<file path="src/rtl/core/nprf_pkg.sv">
`timescale 1ns / 1ps

package nprf_pkg;

   // result status codes
   typedef logic [1:0] status_type;
   localparam status_type STATUS_OK       = 2'd0;
   localparam status_type STATUS_ZERO_SUM = 2'd1;
   localparam status_type STATUS_OVERFLOW = 2'd2;

   localparam int DIV_STEPS = 64;
   localparam int DIV_CNT_W = $clog2(DIV_STEPS);

   typedef enum logic [2:0] {
      ST_RUN,
      ST_SUM,
      ST_DECIDE,
      ST_DIVIDE,
      ST_LOAD
   } state_type;

   typedef struct packed {
      logic take;
      logic start_div;
      logic load_out;
   } cmd_type;

   typedef struct packed {
      logic use_own;
      logic div_done;
      logic out_free;
   } stat_type;

endpackage

</file>
<file path="src/rtl/core/nprf_controller.sv">
`timescale 1ns / 1ps

module nprf_controller (
   input  logic                clock,
   input  logic                reset,
   input  logic                req_valid,
   input  logic                req_last,
   output logic                req_ready,
   input  nprf_pkg::stat_type  stat,
   output nprf_pkg::cmd_type   cmd
);

   nprf_pkg::state_type state_ff, state_in;

   always_comb begin
      state_in = state_ff;
      case (state_ff)
         nprf_pkg::ST_RUN: begin
            if (req_valid && req_last) begin
               state_in = nprf_pkg::ST_SUM;
            end
         end
         nprf_pkg::ST_SUM: begin
            state_in = nprf_pkg::ST_DECIDE;
         end
         nprf_pkg::ST_DECIDE: begin
            state_in = stat.use_own ? nprf_pkg::ST_LOAD : nprf_pkg::ST_DIVIDE;
         end
         nprf_pkg::ST_DIVIDE: begin
            if (stat.div_done) begin
               state_in = nprf_pkg::ST_LOAD;
            end
         end
         nprf_pkg::ST_LOAD: begin
            if (stat.out_free) begin
               state_in = nprf_pkg::ST_RUN;
            end
         end
         default: begin
            state_in = nprf_pkg::ST_RUN;
         end
      endcase
   end

   always_comb begin
      req_ready     = 1'b0;
      cmd.take      = 1'b0;
      cmd.start_div = 1'b0;
      cmd.load_out  = 1'b0;
      case (state_ff)
         nprf_pkg::ST_RUN: begin
            req_ready = 1'b1;
            cmd.take  = req_valid;
         end
         nprf_pkg::ST_DECIDE: begin
            cmd.start_div = !stat.use_own;
         end
         nprf_pkg::ST_LOAD: begin
            cmd.load_out = stat.out_free;
         end
         default: begin
            req_ready = 1'b0;
         end
      endcase
   end

   always_ff @(posedge clock) begin
      if (reset) begin
         state_ff <= nprf_pkg::ST_RUN;
      end else begin
         state_ff <= state_in;
      end
   end

endmodule

</file>
<file path="config.mk">
export PLATFORM = sky130hd
export DESIGN_NAME = nprf_controller
export DESIGN_NICKNAME = d
export VERILOG_FILES = /design/src/rtl/core/nprf_pkg.sv /design/src/rtl/core/nprf_controller.sv
export SDC_FILE = /design/constraint.sdc
export NUM_CORES = 1
export LEC_CHECK = 0
export BUFFER_PORTS_ARGS = -buffer_cell sky130_fd_sc_hd__buf_4
export CORE_AREA = 2 2 39 41
export DETAILED_ROUTE_END_ITERATION = 12
export DIE_AREA = 0 0 41 43
export HOLD_SLACK_MARGIN = 0.03
export PLACE_DENSITY = 0.39
export SYNTH_ARGS = -nofsm -noshare
export SYNTH_HDL_FRONTEND = slang
export SYNTH_SLANG_ARGS = --single-unit
export TNS_END_PERCENT = 10
</file>
<file path="constraint.sdc">
create_clock -name clock -period 1.6 [get_ports clock]
set_input_delay 0.16 -clock clock [delete_from_list [all_inputs] [get_ports clock]]
set_output_delay 0.16 -clock clock [all_outputs]
set_load 0.05 [all_outputs]
</file>
==> results.toml <==
[status]
status = "finished clean"

[floorplan]
die_h_um = 43
initial_core_util_pct = 14.0
io_pins = 11
rows = 14
core-area_mm2 = 0.00138
die_area_mm2 = 0.00176
chipWidth_um = 41

[synthesis]
syn-cell-area_um2 = 194
ys_top_cells_by_count = "dfxtp_1, nand2_1, nor2_1, nor2b_1, nor3b_1"
syn_inst = 23
avgSynthCellArea_um2 = 8.43
synth_fp_nets = 30
ys_seq_elements = 3
yosys_most_used_dff = "dfxtp_1"
synth_most_common_cell = "dfxtp_1"
ys_seq_area_share_pct = 31.0
synth-edff-count = 0
synth_cell_types = 17
async_flop_share_pct = 0
synth.top_cells.by_area = "dfxtp_1, nor3b_1, nor4b_2, nor2b_1, mux2i_1"
ys_warn_count = 0
synth_top_area_share_pct = 31.0
yosys.area.top_type = "dfxtp_1"

[clocking]
cts_tree = "built"
cts_setup_buffers = 0
cts_made_buffers = 3
clock_sinks = 3
clock_latency_ns = 0.23
htree_levels = 1
cts_resized = 0
clk_pin_slew_ns = 0.04
cts_hold_buf = 0
clockBufferDepth = 2
root_buffer = "clkbuf_4"

[pwr]
p_per_area_mw_per_mm2 = 1430
power.leakage_uw = 0.000144
vdd_drop_max_v = 0.000376

[setup_path]
worst-setup-path-type = "reg2out"
crit_chain = "nor2b_1 > nor3b_2 > buf_4"
reg2reg_from = "state_ff[0]$_SDFFE_PP0P_"
startpoint_type = "flop"
arrival_ns = 1.29
worstSetupEndpointType = "output pin"
r2r_end = "state_ff[2]$_SDFFE_PP0P_"
crit_buf_inv = 1
cp_slowest_cell = "dfxtp_1"
cp_max_fo = 6
crit_family = "simple AND/OR/NAND/NOR gates"
r2r_slack_ns = 0.46
r2r_cells = 3
cpPeakStageDelay_ns = 0.42
critPathRequiredTime_ns = 1.44

[final_layout]
largest_register_ffs = 3
nets = 45
fin_cells = 53
area_growth_pct = 67.7
drive_gt1_share_pct = 43.2
top_register = "state_ff"
diodes = 0
reg.largest.list = "state_ff (3)"
final_util_pct = 23.5

[timing]
slew_viol_final = 0
min_period_over_period_pct = 90.8
min_period_ns = 1.45
fin_worst_skew_ns = 0.00284
worst_slew_pin_slew_ns = 0.363
setup_violations = 0
rsz0062_at_grt = "no"
maxSlewHeadroom_pct = 75.8
final_hold_viol_count = 0
fmaxAchievable_ghz = 0.688

[worst_hold_path]
hp-start = "reset"
worstHoldPathType = "in2reg"
hold_depth = 2
hold_end = "state_ff[2]$_SDFFE_PP0P_"

[routing]
drt-vias-per-instance = 4.25
firstDrtPassIters = 2
drc = 0
num_vias = 225
wl_per_cell_um = 10.3
antenna_left = 0
drtIter0Drc = 2
routed_wl_um = 547

[grt]
grt-ovfl-total = 0
grt_first_pass_wirelength_um = 931
grt.total_usage_pct = 8.32
grt_max_degree = 9
antenna_found_initial = 0
grt_pass1_vias = 252

[placed_design]
gp_congestion = 0.648
placedCellCount = 49
io_buffers = 10

[run]
maxCapViolations = 0
## layout by cell type (no fill, tap or decap), drive strengths merged
master / instances
a211oi: 1
nor2b: 2
dfxtp: 3
a21boi: 1
and3: 1
clkbuf: 4
nor3b: 2
mux2i: 1
o21ai: 1
nor2: 2
and2: 1
nand2: 2
nor4b: 1
nand3b: 1
buf: 10
nor3: 1
o21ba: 1
a21oi: 1
a31oi: 1
## power by group
part           internal (uW)  leakage [uW]  switching, uW  total, uW
clock                   93.4     0.0000150           38.5        132
combinational           82.6      0.000104            131        214
sequential              90.5     0.0000246           29.2        120
## metrics by stage
step	area (um^2)	hold slack, ns	setup slack (ns)	setup TNS [ns]	power [uW]
CTS	325	0.185	0.131	0	476
global placement	299	0.441	0.407	0	336
detailed placement	299	0.435	0.390	0	336
floorplan	204	0.327	-0.167	-0.167	269
global route	325	0.198	0.0224	0	503
finish	325	0.194	0.147	0	466
## how the worst max path moves through the flow
| stage | cells past startpoint | endpoint | slack [ns] | start |
|---|---|---|---|---|
| after floorplan | 2 | cmd[2] | -0.17 | state_ff[1]$_SDFFE_PP0P_ |
| after global placement | 3 | cmd[1] | 0.41 | state_ff[1]$_SDFFE_PP0P_ |
| after detailed placement | 3 | cmd[1] | 0.39 | state_ff[1]$_SDFFE_PP0P_ |
| after CTS | 3 | cmd[1] | 0.13 | state_ff[1]$_SDFFE_PP0P_ |
| after global routing | 3 | cmd[1] | 0.02 | state_ff[1]$_SDFFE_PP0P_ |
| final | 3 | cmd[1] | 0.15 | state_ff[1]$_SDFFE_PP0P_ |
## cells by family (layout without fill, tap and decap cells)
kind of cell	Yosys count	after routing	share of synthesized area (%)
AND/OR/NAND/NOR	13	13	42.6
buffers and inverters	0	14	0
AO/OA/AOI/OAI	6	6	21.3
multiplexers	1	1	5.16
flip-flops	3	3	31.0
## metal layers
metal,share of wire (%),vias to the layer above,global-route usage [%]
li1,-,114,-
met1,40,102,8.33
met2,51,9,11.3
met3,9.1,0,6.28
met4,0,0,6.00
met5,0,-,0
## area by class of cell
| class | instances | area, um^2 |
|---|---|---|
| Clock buffer | 4 | 26.3 |
| Fill cell | 160 | 1060 |
| Multi-Input combinational cell | 20 | 144 |
| Sequential cell | 3 | 60.1 |
| Tap cell | 16 | 20.0 |
| Timing Repair Buffer | 10 | 75.1 |
(Power assumes the default switching activity.)
